===== src/rtl/ttip_pkg.sv =====
`timescale 1ns / 1ps
// Shared types, codes and character helpers for the text-to-integer parser.
// No dependencies; every other file of the block refers to this package.
package ttip_pkg;

	// Position of the parser within the current string.
	typedef enum logic [1:0] {
		PH_LEAD   = 2'd0,
		PH_POS0   = 2'd1,
		PH_ZERO   = 2'd2,
		PH_DIGITS = 2'd3
	} phase_t;

	typedef enum logic [2:0] {
		ST_OK        = 3'd0,
		ST_EMPTY     = 3'd1,
		ST_SIGN_ONLY = 3'd2,
		ST_BAD_DIGIT = 3'd3,
		ST_OVERFLOW  = 3'd4
	} status_t;

	localparam logic [1:0] BASE_BIN = 2'd0;
	localparam logic [1:0] BASE_OCT = 2'd1;
	localparam logic [1:0] BASE_DEC = 2'd2;
	localparam logic [1:0] BASE_HEX = 2'd3;

	localparam logic [1:0] MODE_STRICT      = 2'd0;
	localparam logic [1:0] MODE_STOP        = 2'd1;
	localparam logic [1:0] MODE_LTRIM_STOP  = 2'd2;
	localparam logic [1:0] MODE_TRIM_STRICT = 2'd3;

	localparam logic [1:0] WID_8  = 2'd0;
	localparam logic [1:0] WID_16 = 2'd1;
	localparam logic [1:0] WID_32 = 2'd2;
	localparam logic [1:0] WID_64 = 2'd3;

	localparam logic [1:0] REG_BASE   = 2'd0;
	localparam logic [1:0] REG_MODE   = 2'd1;
	localparam logic [1:0] REG_SIGNED = 2'd2;
	localparam logic [1:0] REG_WIDTH  = 2'd3;

	localparam logic [7:0] CH_SPACE   = 8'h20;
	localparam logic [7:0] CH_TAB     = 8'h09;
	localparam logic [7:0] CH_LF      = 8'h0A;
	localparam logic [7:0] CH_VT      = 8'h0B;
	localparam logic [7:0] CH_FF      = 8'h0C;
	localparam logic [7:0] CH_CR      = 8'h0D;
	localparam logic [7:0] CH_PLUS    = 8'h2B;
	localparam logic [7:0] CH_MINUS   = 8'h2D;
	localparam logic [7:0] CH_ZERO    = 8'h30;
	localparam logic [7:0] CH_NINE    = 8'h39;
	localparam logic [7:0] CH_UPPER_A = 8'h41;
	localparam logic [7:0] CH_UPPER_F = 8'h46;
	localparam logic [7:0] CH_UPPER_X = 8'h58;
	localparam logic [7:0] CH_LOWER_A = 8'h61;
	localparam logic [7:0] CH_LOWER_B = 8'h62;
	localparam logic [7:0] CH_LOWER_F = 8'h66;
	localparam logic [7:0] CH_LOWER_X = 8'h78;

	// Digit value used to flag a character that is no digit in any base.
	localparam logic [4:0] DIGIT_NONE = 5'd16;

	typedef struct packed {
		logic [1:0] base;
		logic [1:0] mode;
		logic       signed_r;
		logic [1:0] width;
	} cfg_t;

	typedef struct packed {
		logic [7:0] character;
		logic       end_of_string;
		logic       empty_string;
	} item_t;

	typedef struct packed {
		logic [63:0] magnitude;
		logic        negative;
		status_t     status;
	} result_t;

	function automatic logic is_space(input logic [7:0] c);
		return (c == CH_SPACE) || (c == CH_TAB) || (c == CH_LF) ||
			(c == CH_VT) || (c == CH_FF) || (c == CH_CR);
	endfunction

	function automatic logic [4:0] char_to_digit(input logic [7:0] c);
		logic [7:0] v;
		v = 8'd0;
		if (c >= CH_ZERO && c <= CH_NINE) begin
			v = c - CH_ZERO;
			return v[4:0];
		end
		if (c >= CH_LOWER_A && c <= CH_LOWER_F) begin
			v = c - CH_LOWER_A + 8'd10;
			return v[4:0];
		end
		if (c >= CH_UPPER_A && c <= CH_UPPER_F) begin
			v = c - CH_UPPER_A + 8'd10;
			return v[4:0];
		end
		return DIGIT_NONE;
	endfunction

endpackage


===== src/rtl/ttip_cfg_regs.sv =====
`timescale 1ns / 1ps
// APB-style configuration registers of the text-to-integer parser.
// Depends on ttip_pkg for the register indexes and the cfg_t struct.
module ttip_cfg_regs (
	input  logic             clk,
	input  logic             arst_n,
	input  logic             psel,
	input  logic             penable,
	input  logic             pwrite,
	input  logic [3:0]       paddr,
	input  logic [31:0]      pwdata,
	output logic [31:0]      prdata,
	output logic             pready,
	output ttip_pkg::cfg_t   cfg
);

	ttip_pkg::cfg_t cfg_q;
	logic           wr_en;
	logic [1:0]     reg_idx;

	assign pready  = 1'b1;
	assign reg_idx = paddr[3:2];
	assign wr_en   = psel && penable && pwrite && pready;
	assign cfg     = cfg_q;

	always_ff @(posedge clk or negedge arst_n) begin
		if (!arst_n) begin
			cfg_q.base     <= ttip_pkg::BASE_DEC;
			cfg_q.mode     <= ttip_pkg::MODE_STRICT;
			cfg_q.signed_r <= 1'b1;
			cfg_q.width    <= ttip_pkg::WID_32;
		end else if (wr_en) begin
			unique case (reg_idx)
				ttip_pkg::REG_BASE:   cfg_q.base     <= pwdata[1:0];
				ttip_pkg::REG_MODE:   cfg_q.mode     <= pwdata[1:0];
				ttip_pkg::REG_SIGNED: cfg_q.signed_r <= pwdata[0];
				ttip_pkg::REG_WIDTH:  cfg_q.width    <= pwdata[1:0];
				default:              cfg_q          <= cfg_q;
			endcase
		end
	end

	always_comb begin
		unique case (reg_idx)
			ttip_pkg::REG_BASE:   prdata = {30'd0, cfg_q.base};
			ttip_pkg::REG_MODE:   prdata = {30'd0, cfg_q.mode};
			ttip_pkg::REG_SIGNED: prdata = {31'd0, cfg_q.signed_r};
			ttip_pkg::REG_WIDTH:  prdata = {30'd0, cfg_q.width};
			default:              prdata = 32'd0;
		endcase
	end

endmodule


===== src/rtl/ttip_parse_core.sv =====
`timescale 1ns / 1ps
// Per-string parse state and the combinational character step, with the s2 result register.
// Depends on ttip_pkg for phase and status codes, character constants and structs.
module ttip_parse_core (
	input  logic                clk,
	input  logic                arst_n,
	input  ttip_pkg::cfg_t      cfg,
	input  logic                take,
	input  ttip_pkg::item_t     item,
	output logic                core_ready,
	input  logic                s3_ready,
	output logic                res_valid_s2,
	output ttip_pkg::result_t   res_s2
);

	ttip_pkg::phase_t  phase_q, phase_d;
	ttip_pkg::status_t status_q, status_d, res_status;
	logic [63:0]       mag_q, mag_d;
	logic              neg_q, neg_d;
	logic              stopped_q, stopped_d;
	logic              tss_q, tss_d;
	logic              content_q, content_d;
	logic              item_end;

	assign item_end   = item.end_of_string || item.empty_string;
	assign core_ready = !res_valid_s2 || s3_ready;

	always_comb begin
		logic [7:0]       c;
		logic             sp;
		logic             strict;
		logic             do_take;
		logic             do_bad;
		logic             do_digit;
		logic             act;
		ttip_pkg::phase_t take_ph;
		logic [4:0]       d;
		logic [4:0]       bval;
		logic [67:0]      prod;
		logic [67:0]      total;
		logic [63:0]      lim_u;
		logic [63:0]      lim;

		c        = item.character;
		sp       = ttip_pkg::is_space(c);
		strict   = (cfg.mode == ttip_pkg::MODE_STRICT) ||
			(cfg.mode == ttip_pkg::MODE_TRIM_STRICT);
		do_take  = 1'b0;
		do_bad   = 1'b0;
		do_digit = 1'b0;
		take_ph  = phase_q;

		phase_d   = phase_q;
		status_d  = status_q;
		mag_d     = mag_q;
		neg_d     = neg_q;
		stopped_d = stopped_q;
		tss_d     = tss_q;
		content_d = content_q;

		if (!item.empty_string) begin
			if (phase_q == ttip_pkg::PH_LEAD) begin
				if (!(cfg.mode[1] && sp)) begin
					content_d = 1'b1;
					phase_d   = ttip_pkg::PH_POS0;
					if (cfg.signed_r && (c == ttip_pkg::CH_PLUS || c == ttip_pkg::CH_MINUS)) begin
						neg_d = (c == ttip_pkg::CH_MINUS);
					end else begin
						do_take = 1'b1;
						take_ph = ttip_pkg::PH_POS0;
					end
				end
			end else if (cfg.mode == ttip_pkg::MODE_TRIM_STRICT && sp) begin
				tss_d = 1'b1;
			end else if (tss_q) begin
				// Whitespace held back inside the string acts as a bad digit; the
				// character after it can then no longer change anything.
				tss_d   = 1'b0;
				phase_d = ttip_pkg::PH_DIGITS;
				do_bad  = 1'b1;
			end else begin
				do_take = 1'b1;
			end
		end

		if (do_take) begin
			unique case (take_ph) inside
				ttip_pkg::PH_POS0: begin
					if (cfg.base == ttip_pkg::BASE_BIN && c == ttip_pkg::CH_LOWER_B) begin
						phase_d = ttip_pkg::PH_DIGITS;
					end else begin
						phase_d = (cfg.base == ttip_pkg::BASE_HEX && c == ttip_pkg::CH_ZERO) ?
							ttip_pkg::PH_ZERO : ttip_pkg::PH_DIGITS;
						do_digit = 1'b1;
					end
				end
				ttip_pkg::PH_ZERO: begin
					phase_d  = ttip_pkg::PH_DIGITS;
					do_digit = !(c == ttip_pkg::CH_LOWER_X || c == ttip_pkg::CH_UPPER_X);
				end
				ttip_pkg::PH_LEAD, ttip_pkg::PH_DIGITS: begin
					do_digit = 1'b1;
				end
				default: do_digit = 1'b1;
			endcase
		end

		d = do_bad ? ttip_pkg::DIGIT_NONE : ttip_pkg::char_to_digit(c);

		case (cfg.base)
			ttip_pkg::BASE_BIN: bval = 5'd2;
			ttip_pkg::BASE_OCT: bval = 5'd8;
			ttip_pkg::BASE_DEC: bval = 5'd10;
			default:            bval = 5'd16;
		endcase

		// Multiply by the base as shifts and adds, wide enough that it cannot wrap.
		case (cfg.base)
			ttip_pkg::BASE_BIN: prod = {3'd0, mag_q, 1'b0};
			ttip_pkg::BASE_OCT: prod = {1'b0, mag_q, 3'd0};
			ttip_pkg::BASE_DEC: prod = {1'b0, mag_q, 3'd0} + {3'd0, mag_q, 1'b0};
			default:            prod = {mag_q, 4'd0};
		endcase
		total = prod + {63'd0, d};

		case (cfg.width)
			ttip_pkg::WID_8:  lim_u = 64'h0000_0000_0000_00FF;
			ttip_pkg::WID_16: lim_u = 64'h0000_0000_0000_FFFF;
			ttip_pkg::WID_32: lim_u = 64'h0000_0000_FFFF_FFFF;
			default:          lim_u = 64'hFFFF_FFFF_FFFF_FFFF;
		endcase
		// A negative value may reach one more than the positive signed limit.
		lim = cfg.signed_r ? ({1'b0, lim_u[63:1]} + {63'd0, neg_q}) : lim_u;

		act = (do_digit || do_bad) && (status_q == ttip_pkg::ST_OK) && !stopped_q;
		if (act) begin
			if (d >= bval) begin
				if (strict) begin
					status_d = ttip_pkg::ST_BAD_DIGIT;
				end else begin
					stopped_d = 1'b1;
				end
			end else if (total > {4'd0, lim}) begin
				status_d = ttip_pkg::ST_OVERFLOW;
			end else begin
				mag_d = total[63:0];
			end
		end

		if (!content_d) begin
			res_status = ttip_pkg::ST_EMPTY;
		end else if (phase_d == ttip_pkg::PH_POS0) begin
			res_status = ttip_pkg::ST_SIGN_ONLY;
		end else begin
			res_status = status_d;
		end
	end

	always_ff @(posedge clk or negedge arst_n) begin
		if (!arst_n) begin
			phase_q   <= ttip_pkg::PH_LEAD;
			status_q  <= ttip_pkg::ST_OK;
			mag_q     <= 64'd0;
			neg_q     <= 1'b0;
			stopped_q <= 1'b0;
			tss_q     <= 1'b0;
			content_q <= 1'b0;
		end else if (take) begin
			if (item_end) begin
				phase_q   <= ttip_pkg::PH_LEAD;
				status_q  <= ttip_pkg::ST_OK;
				mag_q     <= 64'd0;
				neg_q     <= 1'b0;
				stopped_q <= 1'b0;
				tss_q     <= 1'b0;
				content_q <= 1'b0;
			end else begin
				phase_q   <= phase_d;
				status_q  <= status_d;
				mag_q     <= mag_d;
				neg_q     <= neg_d;
				stopped_q <= stopped_d;
				tss_q     <= tss_d;
				content_q <= content_d;
			end
		end
	end

	always_ff @(posedge clk or negedge arst_n) begin
		if (!arst_n) begin
			res_valid_s2 <= 1'b0;
		end else if (take && item_end) begin
			res_valid_s2 <= 1'b1;
		end else if (s3_ready) begin
			res_valid_s2 <= 1'b0;
		end
	end

	always_ff @(posedge clk) begin
		if (take && item_end) begin
			res_s2.magnitude <= mag_d;
			res_s2.negative  <= neg_d;
			res_s2.status    <= res_status;
		end
	end

endmodule


===== src/rtl/ttip_out_stage.sv =====
`timescale 1ns / 1ps
// Output register of the text-to-integer parser: applies the sign and zeroes failed results.
// Depends on ttip_pkg for the result_t struct and status codes.
module ttip_out_stage (
	input  logic                clk,
	input  logic                arst_n,
	input  logic                res_valid_s2,
	input  ttip_pkg::result_t   res_s2,
	output logic                s3_ready,
	output logic                out_valid,
	input  logic                out_ready,
	output logic [63:0]         parsed_value,
	output logic [2:0]          parse_status
);

	logic        load;
	logic [63:0] value;

	assign s3_ready = !out_valid || out_ready;
	assign load     = res_valid_s2 && s3_ready;

	always_comb begin
		if (res_s2.status != ttip_pkg::ST_OK) begin
			value = 64'd0;
		end else if (res_s2.negative) begin
			value = 64'd0 - res_s2.magnitude;
		end else begin
			value = res_s2.magnitude;
		end
	end

	always_ff @(posedge clk or negedge arst_n) begin
		if (!arst_n) begin
			out_valid <= 1'b0;
		end else if (load) begin
			out_valid <= 1'b1;
		end else if (out_ready) begin
			out_valid <= 1'b0;
		end
	end

	always_ff @(posedge clk) begin
		if (load) begin
			parsed_value <= value;
			parse_status <= res_s2.status;
		end
	end

endmodule


===== src/rtl/text_to_integer_parser_unit.sv =====
`timescale 1ns / 1ps
// Top level of the streaming text-to-integer parser.
// Depends on ttip_pkg, ttip_cfg_regs, ttip_parse_core and ttip_out_stage.

// The parser takes one ASCII character of a string per request and returns one
// result, a 64-bit value and a status code, for every request that ends a string
// (end_of_string or empty_string set). It accepts a new request in every cycle
// unless the pipeline stalls as below; the character step, the digit multiply-
// accumulate and the overflow compare in the parse core, is combinational. A
// request that ends its string is loaded into the input register, then into the
// parse state and the s2 result register, and then into the output register that
// applies the sign and raises out_valid. Requests keep flowing while a finished
// result waits on out_ready, until the two result slots are full. Base, parse
// mode, signedness and width are written over the APB-style port at byte
// addresses 0, 4, 8 and 12 and must only change while no string is in flight;
// reads return the current values.
module text_to_integer_parser_unit (
	input  logic        clk,
	input  logic        arst_n,
	// Configuration port.
	input  logic        psel,
	input  logic        penable,
	input  logic        pwrite,
	input  logic [3:0]  paddr,
	input  logic [31:0] pwdata,
	output logic [31:0] prdata,
	output logic        pready,
	// Character requests.
	input  logic        in_valid,
	output logic        in_ready,
	input  logic [7:0]  character,
	input  logic        end_of_string,
	input  logic        empty_string,
	// Results.
	output logic        out_valid,
	input  logic        out_ready,
	output logic [63:0] parsed_value,
	output logic [2:0]  parse_status
);

	ttip_pkg::cfg_t    cfg;
	ttip_pkg::item_t   item_s1;
	ttip_pkg::result_t res_s2;
	logic              valid_s1;
	logic              core_ready;
	logic              take;
	logic              res_valid_s2;
	logic              s3_ready;

	// The input register drains into the parse core whenever the core can take
	// a request; the core only stalls when both result slots are occupied.
	assign take     = valid_s1 && core_ready;
	assign in_ready = !valid_s1 || core_ready;

	always_ff @(posedge clk or negedge arst_n) begin
		if (!arst_n) begin
			valid_s1 <= 1'b0;
		end else if (in_valid && in_ready) begin
			valid_s1 <= 1'b1;
		end else if (take) begin
			valid_s1 <= 1'b0;
		end
	end

	always_ff @(posedge clk) begin
		if (in_valid && in_ready) begin
			item_s1.character     <= character;
			item_s1.end_of_string <= end_of_string;
			item_s1.empty_string  <= empty_string;
		end
	end

	ttip_cfg_regs u_cfg (
		.clk     (clk),
		.arst_n  (arst_n),
		.psel    (psel),
		.penable (penable),
		.pwrite  (pwrite),
		.paddr   (paddr),
		.pwdata  (pwdata),
		.prdata  (prdata),
		.pready  (pready),
		.cfg     (cfg)
	);

	ttip_parse_core u_core (
		.clk          (clk),
		.arst_n       (arst_n),
		.cfg          (cfg),
		.take         (take),
		.item         (item_s1),
		.core_ready   (core_ready),
		.s3_ready     (s3_ready),
		.res_valid_s2 (res_valid_s2),
		.res_s2       (res_s2)
	);

	ttip_out_stage u_out (
		.clk          (clk),
		.arst_n       (arst_n),
		.res_valid_s2 (res_valid_s2),
		.res_s2       (res_s2),
		.s3_ready     (s3_ready),
		.out_valid    (out_valid),
		.out_ready    (out_ready),
		.parsed_value (parsed_value),
		.parse_status (parse_status)
	);

`ifndef ASSERT_OFF
	// A request that ends a string always fills the s2 result slot.
	a_end_fills_s2: assert property (@(posedge clk) disable iff (!arst_n)
		take && (item_s1.end_of_string || item_s1.empty_string) |=> res_valid_s2)
		else $error("string end did not produce a pending result");

	// Backpressure at the input only comes when the input register and the s2 result slot are both full.
	a_stall_means_full: assert property (@(posedge clk) disable iff (!arst_n)
		!in_ready |-> valid_s1 && res_valid_s2)
		else $error("input stalled without a full pipeline");

	// A delivered status is always one of the defined codes.
	a_status_range: assert property (@(posedge clk) disable iff (!arst_n)
		out_valid |-> parse_status <= ttip_pkg::ST_OVERFLOW)
		else $error("undefined parse status delivered");

	// A failed parse never carries a value.
	a_error_zero: assert property (@(posedge clk) disable iff (!arst_n)
		out_valid && parse_status != ttip_pkg::ST_OK |-> parsed_value == 64'd0)
		else $error("failed parse delivered a nonzero value");
`endif

endmodule

===== config.mk =====
export PLATFORM = sky130hd
export DESIGN_NAME = text_to_integer_parser_unit
export DESIGN_NICKNAME = d
export VERILOG_FILES = /design/src/rtl/ttip_pkg.sv /design/src/rtl/ttip_cfg_regs.sv /design/src/rtl/ttip_parse_core.sv /design/src/rtl/ttip_out_stage.sv /design/src/rtl/text_to_integer_parser_unit.sv
export SDC_FILE = /design/constraint.sdc
export NUM_CORES = 1
export LEC_CHECK = 0
export BUFFER_PORTS_ARGS = -buffer_cell sky130_fd_sc_hd__buf_4
export CAP_MARGIN = 5
export CORE_MARGIN = 3
export CORE_UTILIZATION = 40
export CTS_CLUSTER_SIZE = 14
export DETAILED_ROUTE_END_ITERATION = 10
export PLACE_DENSITY = 0.6
export SETUP_SLACK_MARGIN = 0.3
export SLEW_MARGIN = 15
export SYNTH_ARGS = -nofsm -noshare
export SYNTH_HDL_FRONTEND = slang
export SYNTH_SLANG_ARGS = --single-unit

===== constraint.sdc =====
create_clock -name clk -period 7.12 [get_ports clk]
set_input_delay 0 -clock clk [delete_from_list [all_inputs] [get_ports clk]]
set_output_delay 0 -clock clk [all_outputs]
set_load 0.005 [all_outputs]

Word-level counts from Yosys, hierarchy flattened:

Cells that the tools add are included.

* register bits: 228
* bits of input ports: 53
* output and inout bits: 102
* word-level logic and storage cells: 200

* $add $sub $neg: 9
* order comparisons: 8
* equality and inequality tests: 27
* mux-type cells: 79
* bitwise operators: 1
* reductions and logical operators: 53

Operators by type and width (count)
* two-way mux 64 bit: 6
* one-hot mux 68 bit (3 select lines): 1
* one-hot mux 64 bit (3 select lines): 1
* one-hot mux 32 bit (4 select lines): 1
* adder 67 x 65 -> 68 bit: 1
* adder 68 x 5 -> 68 bit: 1
* greater-than comparator 68 x 64 -> 1 bit: 1
* adder 63 x 1 -> 64 bit: 1
* subtractor 1 x 64 -> 64 bit (first input constant): 1
* two-way mux 1 bit: 42
* == test 8 x 4 -> 1 bit (second input constant): 5
* two-way mux 5 bit: 7
* == test 8 x 6 -> 1 bit (second input constant): 4
* two-way mux 2 bit: 13
* == test 8 x 7 -> 1 bit (second input constant): 3
* >= comparator 8 x 7 -> 1 bit (second input constant): 2
* <= comparator 8 x 7 -> 1 bit (second input constant): 2
* logical AND 1 bit: 16
* two-way mux 3 bit: 5
* one-hot mux 5 bit (3 select lines): 1
* == test 2 bit (second input constant): 7
* logical OR 1 bit: 13
* adder 5 x 4 -> 5 bit (second input constant): 2
* == test 2 x 1 -> 1 bit (second input constant): 5
* other kinds (18): 36

Longest topological paths before layout:

Gate-level depths: netlist of run 1.

* depth after elaboration: 18
* mapped depth: 39
* mapped depth without buffers: 37

Hierarchy:

A second synthesis of run 1 with hierarchy kept.

* cell total of the unflattened synthesis: 2477
* area, all modules: 21365.5 um2

By module, submodules not included
* ttip_parse_core: times used 1, cells each 1937, area an instance 15936.5 um2, sequential area each 3893.7 um2
* ttip_out_stage: times used 1, cells each 467, area an instance 4471.8 um2, sequential area each 2037.0 um2
* ttip_cfg_regs: times used 1, cells each 58, area an instance 596.8 um2, sequential area each 178.9 um2
* text_to_integer_parser_unit: times used 1, cells each 15, area an instance 360.3 um2, sequential area each 325.3 um2

Least setup slack after synthesis of run 1:

OpenSTA, ideal clock, no wires.

* path type: reg2reg
* start point: register u_cfg.cfg_q (netlist bit u_cfg.cfg[6])
* end point: register, netlist name u_core.res_s2[16]
* setup time: 260 ps
* arrival time: 7527 ps
* required time: 6860 ps
* slack: -667 ps
* cell stages (with the launch flop): 38
* buffers on the path: 9
* clock period less this slack: 7787 ps
* path through: dfstp_2 ha_1 buf_2 buf_2 buf_2 buf_2 buf_2 buf_2 buf_2 buf_1 nor2_1 ha_1 a21o_1 a21oi_1 nor2_1 nand3_1 and4b_1 and4_1 (+2 left out) nand2_1 nor3b_1 xnor2_1 ha_1 a21o_1 a21o_1 a21o_1 a21o_1 a21oi_1 o21ai_0 a22oi_1 and4b_1 o21ai_0 o211ai_1 o211ai_1 a211oi_4 buf_2 mux2_2

* cells in the longest elaborated chain, start to end: 9
* elaborated cells between the ends (all ways): 18
* those cells by class: add/sub (1); order compare (2); eq/ne (2); mux (8); reduce/logical (5)

Ends and longest elaborated chain
* from (decl): RTL line ttip_cfg_regs.sv:17 `ttip_pkg::cfg_t cfg_q;`
* from (signal assigned): RTL line ttip_cfg_regs.sv:38 `default: cfg_q <= cfg_q;`
* branches (longest 8 deep; another with adder 68 x 5 -> 68 bit)
* two-way mux 64 bit *: RTL line ttip_parse_core.sv:136 `if (act) begin`
* net u_core.mag_d[12]: RTL line ttip_parse_core.sv:18 `logic [63:0] mag_q, mag_d;`

Mark *: on every way through the listed nets, which the timed path passes.
A chain may end at the register's enable or synchronous reset.

Final worst setup path of run 1:

* start point: register item_s1[3] (netlist name)
* end point: register u_core.mag_q[48]

* cells in the longest elaborated chain, start to end: 18
* elaborated cells between the ends (all ways): 77
* those cells by class: add/sub (6); order compare (8); eq/ne (13); mux (32); reduce/logical (18)

Ends and longest elaborated chain
* from (decl): RTL line text_to_integer_parser_unit.sv:42 `ttip_pkg::item_t item_s1;`
* branches (longest 16 deep; another with adder 68 x 5 -> 68 bit)
* two-way mux 64 bit *: RTL line ttip_parse_core.sv:136
* two-way mux 64 bit *: RTL line ttip_parse_core.sv:169 `if (item_end) begin`
* to (signal assigned): RTL line ttip_parse_core.sv:180 `mag_q <= mag_d;`
* to (decl): RTL line ttip_parse_core.sv:18

Every way passes the cells marked *. The select of a mux whose other input is x is not followed.

==> results of run 1 <==
## layout make-up
| type | count | area, sq um | share of cell area [%] |
|---|---|---|---|
| Tap cell | 672 | 841 | 3.04 |
| Clock inverter | 14 | 208 | 0.750 |
| Inverter | 60 | 228 | 0.822 |
| Timing Repair Buffer | 607 | 5140 | 18.6 |
| Multi-Input combinational cell | 1946 | 14100 | 50.8 |
| Clock buffer | 38 | 758 | 2.74 |
| Sequential cell | 228 | 6440 | 23.2 |
## what timing repair did
action	4_1_cts	5_1_grt
hold endpoints to repair	73	0
pin swaps	44	30
hold buffers	26	0
buffers inserted	69	18
gates cloned	4	1
endpoints found under the setup margin	130	135
resized for setup	136	79
## worst min-delay path by stage
stage / startpoint / end / slack (ns) / cells after the start
after detailed placement: arst_n / u_core.mag_q[57]$_DFFE_PN0P_ / 0.07 / 1
after floorplan: arst_n / u_cfg.cfg[0]$_DFFE_PN0P_ / -0.30 / 0
after global placement: arst_n / u_core.mag_q[57]$_DFFE_PN0P_ / 0.06 / 1
after global routing: character[6] / item_s1[8]$_DFFE_PP_ / 0.12 / 2
after CTS: character[3] / item_s1[5]$_DFFE_PP_ / 0.11 / 2
final: end_of_string / item_s1[1]$_DFFE_PP_ / 0.13 / 2
## worst register-to-register path, delay by kind of cell, from the launching register on
| family | cells | cell delay, ns |
|---|---|---|
| flops | 1 | 0.45 |
| simple gates | 13 | 2.50 |
| xor+xnor | 1 | 0.19 |
| compound gates | 16 | 2.69 |
| buf+inv | 6 | 0.90 |
| fa+ha+maj | 4 | 0.80 |
## routing by layer
layer  vias up  routed length [microns]  GRT usage (%)
li1       9994                        -              -
met1     10500                    35700           40.9
met2       950                    36200           46.0
met3       127                     6910           3.88
met4         0                     2320           7.54
met5         -                        0              0
## power groups by stage
stage	registers, uW	clock network (uW)	logic, uW
after floorplan	1680	0	1200
after global placement	1700	0	1870
after detailed placement	1700	0	1900
after CTS	1680	1520	2050
after global routing	1690	1580	2330
final	1680	1490	2150
## placed cells by master (no fill, tap or decap), types with 28 or more instances in the layout
cell type	instances
ha_1	136
buf_6	59
conb_1	31
nor3_1	51
nor2_1	207
a22o_1	65
xor2_1	90
dfrtp_1	79
a21oi_1	128
clkbuf_16	29
nand2b_1	37
a221o_1	35
edfxtp_1	145
a221oi_1	31
nand4_1	75
nand3_1	54
inv_1	54
o21ai_0	107
buf_4	501
o31ai_1	28
nand2_1	185
xnor2_1	38
a21o_1	59
mux2_4	43
## flip-flops by register name, indices dropped and copies added, names as in the netlist
register	count
u_core.res_s2	68
u_core.mag_q	64
u_out.parsed_value	64
item_s1	10
u_cfg.cfg	7
u_core.status_q	3
u_out.parse_status	3
u_core.phase_q	2
u_core.content_q	1
u_core.neg_q	1
u_core.res_valid_s2	1
u_core.stopped_q	1
u_core.tss_q	1
u_out.out_valid	1
valid_s1	1
## logic make-up after synthesis
family,Yosys count,share of synthesized area [%]
buffers and inverters,217,5.05
other,2,0.0362
AOI/OAI and AO/OA,727,24.8
and+or+nand+nor,822,20.0
xor gates and xnor gates,136,5.75
muxes,81,4.33
DFF,228,31.1
adders and majority gates,149,9.07
## stage by stage
stage	total power (uW)	std cells	util [%]
after floorplan	2880	2391	-
after global placement	3560	3395	48.9
after detailed placement	3600	3395	48.9
after CTS	5250	3546	53.7
after global routing	5600	3565	54.6
final	5320	3565	54.6
==> results.md, run 1 <==
- The share of total power dissipated in combinational logic is 40.4%.
- The count of mapped cells out of synthesis is 2,362.
- The critical path is of the reg2reg type.
- The worst setup path endpoint is u_core.mag_q[48]$_DFFE_PN0P_.
- The clock slew seen by the registers of the worst setup and hold paths is 0.06 ns.
- The initial antenna violation count is 2.
- After routing, the total negative slack on setup checks comes to -52.64 ns.
- Of the total power, the share spent switching nets is 36.0%.
- The placeable core region is 0.0507 sq mm.
- The mapped cell area is 0.0207 sq mm.
- The worst register-to-register path ends at u_core.mag_q[48]$_DFFE_PN0P_.
- Global routing used 28.8% of the available tracks across all layers.
- Setup repair after global routing could not meet its margin everywhere.
- The static leakage power is 0.0120 uW.
- After detailed routing, the number of remaining DRC violations is 0.
- For the worst setup path, the data required time is 7.57 ns.
- The repair_antennas step left the layout with diodes totalling 0.
- At the placement stage, the worst setup path has a slack of -0.624 ns.
- The post-detailed-route via-to-cell ratio is 6.05.
- The maximum number of buffers from clock root to sink is 3.
- The number of global-route vias before repair is 20,500.
- In this run, synthesis inferred 145 flip-flops with an integrated enable.
- The fraction of layout cells with a size suffix above 1 is 28.7%.
- In the post-synthesis netlist, the cell with the most instances is nor2_1.
- Detailed placement finished with a half-perimeter wire length of 61,200 microns.
- TritonCTS created 28 clock buffers.
- The residual antenna-violating net count after detailed routing is 0.
- The number of buffers and inverters on the critical path is 6.
- The share of synthesized area in the top cell type comes to 21.0%.
- The largest net degree at the start of global routing is 75.
- The critical path endpoint category is a register.
- The path class of the tightest hold or removal check is in2reg.
- The CTS H-tree depth is 1.
- In this run, distinct cell masters in the synthesized netlist total 96.
- The number of hold-slack violations in the final timing report is 0.
- The most critical setup path has its startpoint at item_s1[3]$_DFFE_PP_.
- The clock network power share is 28.0%.
- The setup violation total in the final timing report is 129.
- The CTS root buffer is clkbuf_16.
- The critical path runs through a total of 40 cells.
- The synthesized design contains 228 register bits.
- For this run, the detailed router's first-pass iteration total came to 5.
- The shortest clock period the worst path allows after layout is 7.64 ns.
- The highest attainable clock frequency is 0.131 GHz.
- The total clock sinks is 228.
- The clock latency on the worst-skew pair is 0.60 ns.
- The leftover overflow at the end of global routing is 0.
- The part of the Yosys area used for sequential elements is 31.1%.
- The number of maximum-capacitance constraint violations is 0.
- The number of violations reported at the end of detailed-routing iteration 0 is 2,087.
- Measured along the y axis, the die boundary spans 234 microns.
- Setup slack on the critical path of the routed design comes to -0.516 ns.
- The most prevalent standard cell on the critical path is a21o_1.
- The starting density of the core is 40.9%.
- For this run, the number of Yosys warnings is 0.
- Routability-driven placement finished with a final weighted congestion of 0.987.
- The top-level I/O count is 155.
- The die outline area is 0.0546 sq mm.
- The routed wire length per instance is 22.8 microns.
- The final reports fail on negative setup slack.
- Measured along the x axis, the die boundary spans 234 microns.
- Of the available clock period, the critical path in the final layout requires 107%.
- Ranked by total cell area, the synthesized netlist is headed by edfxtp_1, dfrtp_1, ha_1.
- STA classifies the critical path startpoint as a register.
- The clock skew is 0.0302 ns.
- The kind of cell with the highest combined delay along the critical path is compound AO/OA/AOI/OAI gates.
- The largest driver fanout on the critical path is 64.
- The biggest cell delay along the critical path is 0.45 ns.
- The commonest cells after synthesis are nor2_1, nand2_1, ha_1.
- Summing over every cut layer, the via total after detailed routing is 21,600.
- The total number of nets in the final design is 3,073.
- The fraction of synthesis flops using an asynchronous set or reset pin is 36.4%.
- The run finished, with violations left.
- The primary flip-flop cell chosen by synthesis mapping is edfxtp_1.
- The net switching power is 1920 uW.
- In this run the power density over the cells is 192 mW/mm^2.
- The first global-routing pass estimated 121,000 microns of wire.
- The final wirelength is 81,100 microns.
- The number of cells on the worst reg-to-reg path is 40.
- Cell internal power was estimated by the tool at 3400 uW.
- The floorplan has 82 rows.
- The largest total area in the synthesized netlist belongs to edfxtp_1.
- The slowest cell on the critical path is edfxtp_1.
- The summed area of non-filler cells in the final layout is 0.0277 sq mm.
- The relative contribution of sequential cells to total power is 31.6%.
- The slew of the pin with the lowest slew margin is 0.918 ns.
- TritonCTS built the clock tree.
- The worst pin sits at a relative slew slack of 38.1%.
- In this run the register-to-register setup slack is -0.52 ns.
- Relative to the synthesized area, the layout overhead comes to 33.7%.
- The layout has 4,540 filler cells.
- The synthesized area per cell is 8.77 sq um.
- The worst-case IR drop observed on VDD is 0.000217 V.
- The startpoint identified for the worst register-to-register timing path is item_s1[3]$_DFFE_PP_.
- The final-report max-slew violation count was 0.
- The worst endpoint data arrival time is 8.09 ns.
- Input and output buffers added on the ports amount to 91.
- Across all hold checks on the routed design, the worst slack comes to 0.127 ns.
- In this run the cell area measured after placement is 0.0248 sq mm.
No activity file was read; power rests on OpenSTA's default activity.
==> inputs of run 2 (changes only) <==
--- a/config.mk
+++ b/config.mk
@@ -5,6 +5,7 @@
 export SDC_FILE = /design/constraint.sdc
 export NUM_CORES = 1
 export LEC_CHECK = 0
+export ABC_AREA = 1
 export BUFFER_PORTS_ARGS = -buffer_cell sky130_fd_sc_hd__buf_4
 export CAP_MARGIN = 5
 export CORE_MARGIN = 3
==> run 2 against run 1 <==
Compared with the run above:
- the flow now finishes without violations
- setup slack improved by 1.0 ns
- total power is 0.33% lower
- critical path depth down 2
- largest cell class unchanged
- largest power group unchanged
- highest routed layer unchanged
==> results.md, run 2 <==
- The flow ran to the end, and the final reports show no timing, DRC or antenna violations.
- The critical path in this run is classified as reg2reg.
- The top-level I/O count is 155 (unchanged).
- After synthesis, the cell types taking the most area are edfxtp_1, nand2_1, inv_1.
- The post-synthesis to final-layout area growth is 15.0%.
- The internal power component came to 3280 uW (-3.6%).
- The shortest clock period the worst path allows after layout is 6.62 ns (-1.01 ns).
- The antenna cell count is 0 (unchanged).
- The most prevalent standard cell on the critical path is nor2_4.
- The summed area of non-filler cells in the final layout was 0.0270 sq mm (-2.5%).
- The vertical extent of the die is 248 microns (+6.2%).
- The total power divided by cell area is 197 mW/mm^2 (+2.3%).
- The count of warnings emitted by yosys is 0 (unchanged).
- The worst endpoint data arrival time came to 7.02 ns (-1.07 ns).
- The number of flops mapped to enable cells by yosys was 145 (unchanged).
- STA classifies the critical path startpoint as a register.
- The maximum number of buffers from clock root to sink came to 3 (unchanged).
- The largest driver fanout on the critical path is 6 (-91%).
- The clock skew is 0.0533 ns (+0.0231 ns).
- STA classifies the critical path endpoint as a register.
- The total clock sinks came to 228 (unchanged).
- TritonCTS built the clock tree.
- The clock latency on the worst-skew pair is 0.57 ns (-0.03 ns).
- The static leakage power is 0.0137 uW (+14%).
- edfxtp_1 takes more of the synthesized area than any other cell.
- Setup repair after global routing could not meet its margin everywhere.
- The number of cells after detailed placement is 4,470 (+32%).
- The leftover overflow at the end of global routing is 0 (unchanged).
- The via count is 23,500 (+9.0%).
- The die width was 248 microns (+6.2%).
- The post-synthesis cell type count is 62 (-35%).
- The number of buffers inserted by port buffering is 91 (unchanged).
- The total number of nets in the final design came to 3,997 (+30%).
- The CTS H-tree depth is 1 (unchanged).
- The fraction of power spent switching nets is 38.1% (+2.1 points).
- The worst IR drop on VDD was 0.000202 V (-7.0%).
- The highest attainable clock frequency is 0.151 GHz (+15%).
- The number of remaining DRC errors came to 0 (unchanged).
- The net switching power is 2020 uW (+5.4%).
- The final wirelength was 77,200 microns (-4.9%).
- For this design, the slowest cell found on the critical path is edfxtp_1.
- The fraction of synthesis flops using an asynchronous set or reset pin was 36.4% (unchanged).
- The post-detailed-route via-to-cell ratio is 5.14 (-15%).
- The synthesized area per cell was 6.39 sq um (-27%).
- The number of buffers inserted during clock tree synthesis is 24 (-14%).
- The critical path data required time is 7.51 ns (-0.06 ns).
- The most common library cell in the layout ignoring fill and taps is nand2_1.
- The die outline area is 0.0616 sq mm (+13%).
- The global-route usage over all layers is 24.1% (-4.7 points).
- The post-placement cell area is 0.0248 sq mm (+0.25%).
- The residual antenna-violating net count after detailed routing is 0 (unchanged).
- The initial antenna violation count is 0 (-2).
- The sum of negative setup slack is 0 ns (+52.64 ns).
- The number of buffers and inverters on the critical path was 9 (+3).
- The worst hold-check slack is 0.0723 ns (-0.0548 ns).
- The number of violations reported at the end of detailed-routing iteration 0 is 1,902 (-8.9%).
- The clock network power share is 27.2% (-0.8 points).
- In this run the worst hold path is classified as in2async.
- The layout filler cell count was 6,047 (+33%).
- Among all flip-flop cells after synthesis, the most frequent one is edfxtp_1.
- The mapped cell area is 0.0235 sq mm (+13%).
- The largest registers in the layout are u_core.res_s2 x68, u_core.mag_q x64, u_out.parsed_value x64.
- Sorting the synthesized cells by how often they occur yields nand2_1, inv_1, nor2_1.
- The number of global-route vias before repair is 20,800 (+1.3%).
- The biggest cell delay along the critical path is 0.45 ns (about the same).
- The starting density of the core was 40.5% (-0.37 points).
- The synthesized flop and latch total is 228 (unchanged).
- The number of standard cells in the final layout excluding fillers was 4,578 (+28%).
- The fraction of post-synthesis cell area in the top cell type by area is 18.6% (-2.5 points).
- The iteration count of the initial detailed-routing pass is 6 (+1).
- The kind of cell with the highest combined delay along the critical path is simple AND/OR/NAND/NOR gates.
- The worst slew margin relative to its limit is 30.5% (-7.7 points).
- The count of mapped cells out of synthesis is 3,675 (+56%).
- The CTS root buffer is clkbuf_16.
- The first-pass GRT wire length was 117,000 microns (-3.5%).
- The clock slew seen by the registers of the worst setup and hold paths is 0.07 ns (about the same).
- The row count is 88 (+7.3%).
- The slew of the pin with the lowest slew margin is 1.04 ns (+0.123 ns).
- The number of maximum-capacitance constraint violations is 0 (unchanged).
- The final-report max-slew violation count is 0 (unchanged).
- More flip-flops sit in one register than any other, and that register is u_core.res_s2.
- The flip-flop count of the largest register after layout came to 68 (unchanged).
- The part of the Yosys area used for sequential elements is 27.4% (-3.6 points).
- The final cycle utilization of the critical path is 93.0% (-14 points).
- The placed wire-length estimate came to 59,500 microns (-2.7%).
- The relative contribution of sequential cells to total power was 34.0% (+2.4 points).
- The number of hold-slack violations in the final timing report is 0 (unchanged).
- The routed wire length per instance is 16.9 microns (-26%).
- The placeable core region is 0.0579 sq mm (+14%).
- The largest net degree at the start of global routing was 83 (+11%).
- The most common cell in the synthesized netlist is nand2_1.
- The final cell utilization of the core is 46.6% (-8.0 points).
- The global placement routability congestion is 0.951 (-3.7%).
- In the layout the commonest cells are nand2_1, inv_1, nor2_1.
- The setup violation total in the final timing report is 0 (-100%).
- The fraction of layout cells with a size suffix above 1 came to 11.3% (-17 points).
- The proportion of power drawn by combinational gates was 38.7% (-1.7 points).
==> run 2: worst register-to-register path: cells and delay by family, from the launching register on <==
kind	cells	cell delay (ns)
flip-flops	1	0.45
buffers and inverters	9	1.06
AND/OR/NAND/NOR	20	2.99
XOR/XNOR	1	0.31
AO/OA/AOI/OAI	5	0.81
adder cells (fa/ha/maj)	3	0.85
==> run 2: repair_timing <==
| item | CTS | global route |
|---|---|---|
| hold endpoints to repair | 50 | 0 |
| cloned | 1 | 6 |
| setup endpoints to repair | 99 | 130 |
| hold buffers | 26 | 0 |
| resized for setup | 11 | 137 |
| pin swaps | 2 | 58 |
| buffers inserted | 3 | 28 |
==> run 2: per-stage QoR <==
step / setup slack, ns / total power, uW
after floorplan: 1.24 / 3100
after global placement: 0.278 / 3630
after detailed placement: 0.199 / 3640
after CTS: 0.302 / 5140
after global routing: 0.151 / 5630
final: 0.495 / 5310
==> run 2: logic make-up after synthesis <==
family | after synthesis | share of synthesized area (%)
simple gates | 2060 | 38.8
buf+inv | 784 | 13.6
compound gates | 395 | 10.0
flops | 228 | 27.4
fa+ha+maj | 149 | 8.01
xor+xnor | 57 | 2.13
other cells | 2 | 0.0320
==> run 2: layout make-up <==
type	count	area (sq um)	share of cell area, %
Clock buffer	27	622	2.30
Timing Repair Buffer	190	1710	6.33
Tap cell	765	957	3.55
Sequential cell	228	6430	23.8
Inverter	659	2480	9.17
Clock inverter	17	279	1.03
Multi-Input combinational cell	2692	14500	53.8
==> run 2: final timing paths <==
check	from	endpoint	slack, ns	cells past startpoint
min reg2reg	u_core.res_s2[0]$_SDFFCE_PP1P_	u_out.parse_status[0]$_DFFE_PP_	0.49	0
max	item_s1[2]$_DFFE_PP_	u_core.res_s2[48]$_DFFE_PP_	0.50	38
max reg2reg	item_s1[2]$_DFFE_PP_	u_core.res_s2[48]$_DFFE_PP_	0.50	38
max in group asynchronous	arst_n	u_core.mag_q[29]$_DFFE_PN0P_	6.23	3
min in group clk	character[3]	item_s1[5]$_DFFE_PP_	0.15	2
min	arst_n	u_cfg.cfg[1]$_DFFE_PN1P_	0.07	2
==> run 2: metal layers <==
| layer | track usage (%) | wire length, microns |
|---|---|---|
| met5 | 0 | 0 |
| met4 | 7.00 | 2270 |
| met3 | 2.09 | 4980 |
| met2 | 36.4 | 32900 |
| met1 | 36.4 | 37000 |
==> run 2: power groups by stage <==
stage                     logic (uW)  registers [uW]  clock network (uW)
after floorplan                 1330            1770                   0
after global placement          1800            1820                   0
after detailed placement        1810            1820                   0
after CTS                       1870            1800                1470
after global routing            2280            1820                1530
final                           2060            1810                1440
==> inputs of run 3 (changes only) <==
--- a/config.mk
+++ b/config.mk
@@ -7,7 +7,7 @@
 export LEC_CHECK = 0
 export ABC_AREA = 1
 export BUFFER_PORTS_ARGS = -buffer_cell sky130_fd_sc_hd__buf_4
-export CAP_MARGIN = 5
+export CAP_MARGIN = 20
 export CORE_MARGIN = 3
 export CORE_UTILIZATION = 40
 export CTS_CLUSTER_SIZE = 14
==> constraint.sdc (replaced) <==
create_clock -name clk -period 7.12 [get_ports clk]
set_input_delay 0.356 -clock clk [delete_from_list [all_inputs] [get_ports clk]]
set_output_delay 0.356 -clock clk [all_outputs]
set_load 0.005 [all_outputs]
==> run 3 against run 2 <==
Compared with the run above:
- via count shrank 1.3%
- total power down 3.0%
- sequential cell count stayed put
- non-clock buffer count rose by 2
- critical endpoint is now u_core.res_s2[37]$_DFFE_PP_
- cell area shrank 0.69%
- first-iteration DRC count decreased by 12%
- register-to-register slack gained 0.11 ns
- hold slack gained 0.037 ns
- sequential share of layout area increased by 0.16 points
==> results.md, run 3 (synthesis results as in run 2) <==
- The flow ran to the end, and the final reports show no timing, DRC or antenna violations.
- The shortest clock period the worst path allows after layout is 6.51 ns (-0.113 ns).
- The largest registers in the layout are u_core.res_s2 x68, u_core.mag_q x64, u_out.parsed_value x64.
- Grouping stages by cell kind, the critical path spends the most delay in simple AND/OR/NAND/NOR gates.
- The final worst setup slack is 0.608 ns (+0.113 ns).
- The global placement routability congestion is 0.976 (+2.6%).
- The number of violations reported at the end of detailed-routing iteration 0 is 1,675 (-12%).
- The residual antenna-violating net count after detailed routing is 0 (unchanged).
- The via count was 23,200 (-1.3%).
- The type of element launching the critical path is a register.
- The static leakage power is 0.0137 uW (-0.25%).
- The slew of the pin with the lowest slew margin came to 0.960 ns (-0.0805 ns).
- The total clock sinks is 228 (unchanged).
- The final-report max-slew violation count is 0 (unchanged).
- The largest driver fanout on the critical path is 7 (+1).
- The number of global-route vias before repair came to 20,900 (+0.80%).
- The fraction of layout cells with a size suffix above 1 is 10.7% (-0.50 points).
- The worst hold-check slack came to 0.110 ns (+0.0375 ns).
- The total number of nets in the final design is 3,999 (+0.050%).
- The most prevalent standard cell on the critical path is nor2_4.
- The number of hold-slack violations in the final timing report is 0 (unchanged).
- The antenna cell count is 0 (unchanged).
- The global-route usage over all layers is 23.6% (-0.46 points).
- The number of maximum-capacitance constraint violations came to 0 (unchanged).
- The top-level I/O count is 155 (unchanged).
- The post-detailed-route via-to-cell ratio is 5.07 (-1.3%).
- The worst slew margin relative to its limit came to 35.3% (+4.8 points).
- The CTS H-tree depth came to 1 (unchanged).
- In the layout the commonest cells are nand2_1, inv_1, nor2_1.
- The maximum number of buffers from clock root to sink is 3 (unchanged).
- The slowest stage of the critical path is the edfxtp_1 cell.
- The vertical extent of the die is 248 microns (unchanged).
- The post-placement worst setup slack is 0.115 ns (-0.0841 ns).
- The clock latency on the worst-skew pair is 0.55 ns (-0.02 ns).
- The startpoint-to-endpoint class of the critical path is reg2reg.
- The layout filler cell count is 6,078 (+0.51%).
- The critical path endpoint category is a register.
- The number of buffers inserted by port buffering is 91 (unchanged).
- The post-placement cell area is 0.0248 sq mm (about the same).
- The flip-flop count of the largest register after layout came to 68 (unchanged).
- Setup repair after global routing left no endpoint under its margin.
- The final cycle utilization of the critical path is 91.5% (-1.6 points).
- The first-pass GRT wire length came to 115,000 microns (-1.6%).
- The library cell used most frequently in the layout, excluding fill and tap cells, is nand2_1.
- The critical path data required time is 7.52 ns (about the same).
- The leftover overflow at the end of global routing is 0 (unchanged).
- The number of remaining DRC errors is 0 (unchanged).
- The routed wire length per instance is 16.6 microns (-1.7%).
- The area growth from synthesis to layout is 14.3%.
- The setup violation total in the final timing report is 0 (unchanged).
- The die outline area came to 0.0616 sq mm (unchanged).
- The CTS tree is yes.
- The total power divided by cell area is 192 mW/mm^2 (-2.3%).
- The worst hold path belongs to the class in2reg.
- The clock skew is 0.0331 ns (-0.0202 ns).
- The largest net degree at the start of global routing is 83 (unchanged).
- The worst endpoint data arrival time is 6.91 ns (-0.11 ns).
- The tree is rooted in a clkbuf_16.
- The register ranked first by flip-flop count is u_core.res_s2.
- The summed area of non-filler cells in the final layout came to 0.0268 sq mm (-0.69%).
- The starting density of the core came to 40.5% (unchanged).
- The final wirelength is 75,900 microns (-1.6%).
- The number of buffers and inverters on the critical path is 6 (-3).
- The initial antenna violation count is 0 (unchanged).
- The iteration count of the initial detailed-routing pass is 5 (-1).
- The sum of negative setup slack is 0 ns (unchanged).
- The highest attainable clock frequency is 0.154 GHz (+1.7%).
- The biggest cell delay along the critical path came to 0.48 ns (+0.03 ns).
- The clock slew seen by the registers of the worst setup and hold paths is 0.07 ns (about the same).
- The number of buffers inserted during clock tree synthesis is 24 (unchanged).
- The placed wire-length estimate is 58,500 microns (-1.6%).
- The placeable core region was 0.0579 sq mm (unchanged).
- The die width is 248 microns (unchanged).
- The row count came to 88 (unchanged).
- The worst IR drop on VDD is 0.000198 V (-1.8%).
- The internal reg-to-reg setup slack was 0.61 ns (+0.11 ns).
run 3: cell types whose count changed in the layout (fill, tap and decap cells not counted), sizes merged:
| cell | delta |
|---|---|
| bufinv | -6 |
| inv | +2 |
| buf | +13 |
| dlygate4sd3 | -13 |
| clkbuf | +6 |
run 3: layout make-up:
| cell class | count | area, sq um | share of cell area, % |
|---|---|---|---|
| inverters | 659 | 2470 | 9.23 |
| well taps | 765 | 957 | 3.57 |
| multi-input cells | 2692 | 14400 | 53.8 |
| flip-flops and latches | 228 | 6430 | 24.0 |
| clock inverters | 13 | 109 | 0.406 |
| repair buffers | 192 | 1740 | 6.49 |
| clock buffers | 31 | 679 | 2.53 |
run 3: final timing paths:
check,start,end,cells after the start
worst max-delay path,item_s1[2]$_DFFE_PP_,u_core.res_s2[37]$_DFFE_PP_,46
worst min-delay path,out_ready,u_out.out_valid$_DFFE_PN0P_,4
worst max register to register,item_s1[2]$_DFFE_PP_,u_core.res_s2[37]$_DFFE_PP_,46
worst min register to register,u_core.res_valid_s2$_DFFE_PN0P_,u_out.out_valid$_DFFE_PN0P_,2
max in group asynchronous,arst_n,u_core.mag_q[55]$_DFFE_PN0P_,3
min in group asynchronous,arst_n,u_core.mag_q[61]$_DFFE_PN0P_,2
run 3: through the flow:
stage / instances / util (%) / power, uW
after global placement: 4468 / 42.9 / 3610
after floorplan: 3704 / - / 3100
after detailed placement: 4468 / 42.9 / 3630
after global routing: 4580 / 46.3 / 5460
final: 4580 / 46.3 / 5150
after CTS: 4539 / 44.9 / 4970
run 3: power breakdown:
group          internal [uW]  leakage, uW  switching (uW)
combinational            786       0.0107            1280
clock                    717     0.000385             559
sequential              1630      0.00256             166
total                   3140       0.0137            2010
run 3: tightest hold or removal path, delay by kind of cell:
kind          cells  cell delay (ns)
buf+inv           2             0.13
simple gates      2             0.13
run 3: what timing repair did:
item / CTS / global route
endpoints found under the setup margin: 130 / 130
cloned: 1 / 8
resized for setup: 16 / 95
pin swaps: 3 / 36
endpoints found under the hold margin: 45 / 0
buffers inserted: 14 / 33
hold buffers: 12 / 0
run 3: metal layers:
metal | vias to the layer above | wire (microns) | global-route usage, %
met4 | 0 | 2270 | 7.01
met1 | 10400 | 36300 | 35.0
li1 | 12000 | - | -
met3 | 106 | 4810 | 2.17
met2 | 677 | 32500 | 36.5
met5 | - | 0 | 0
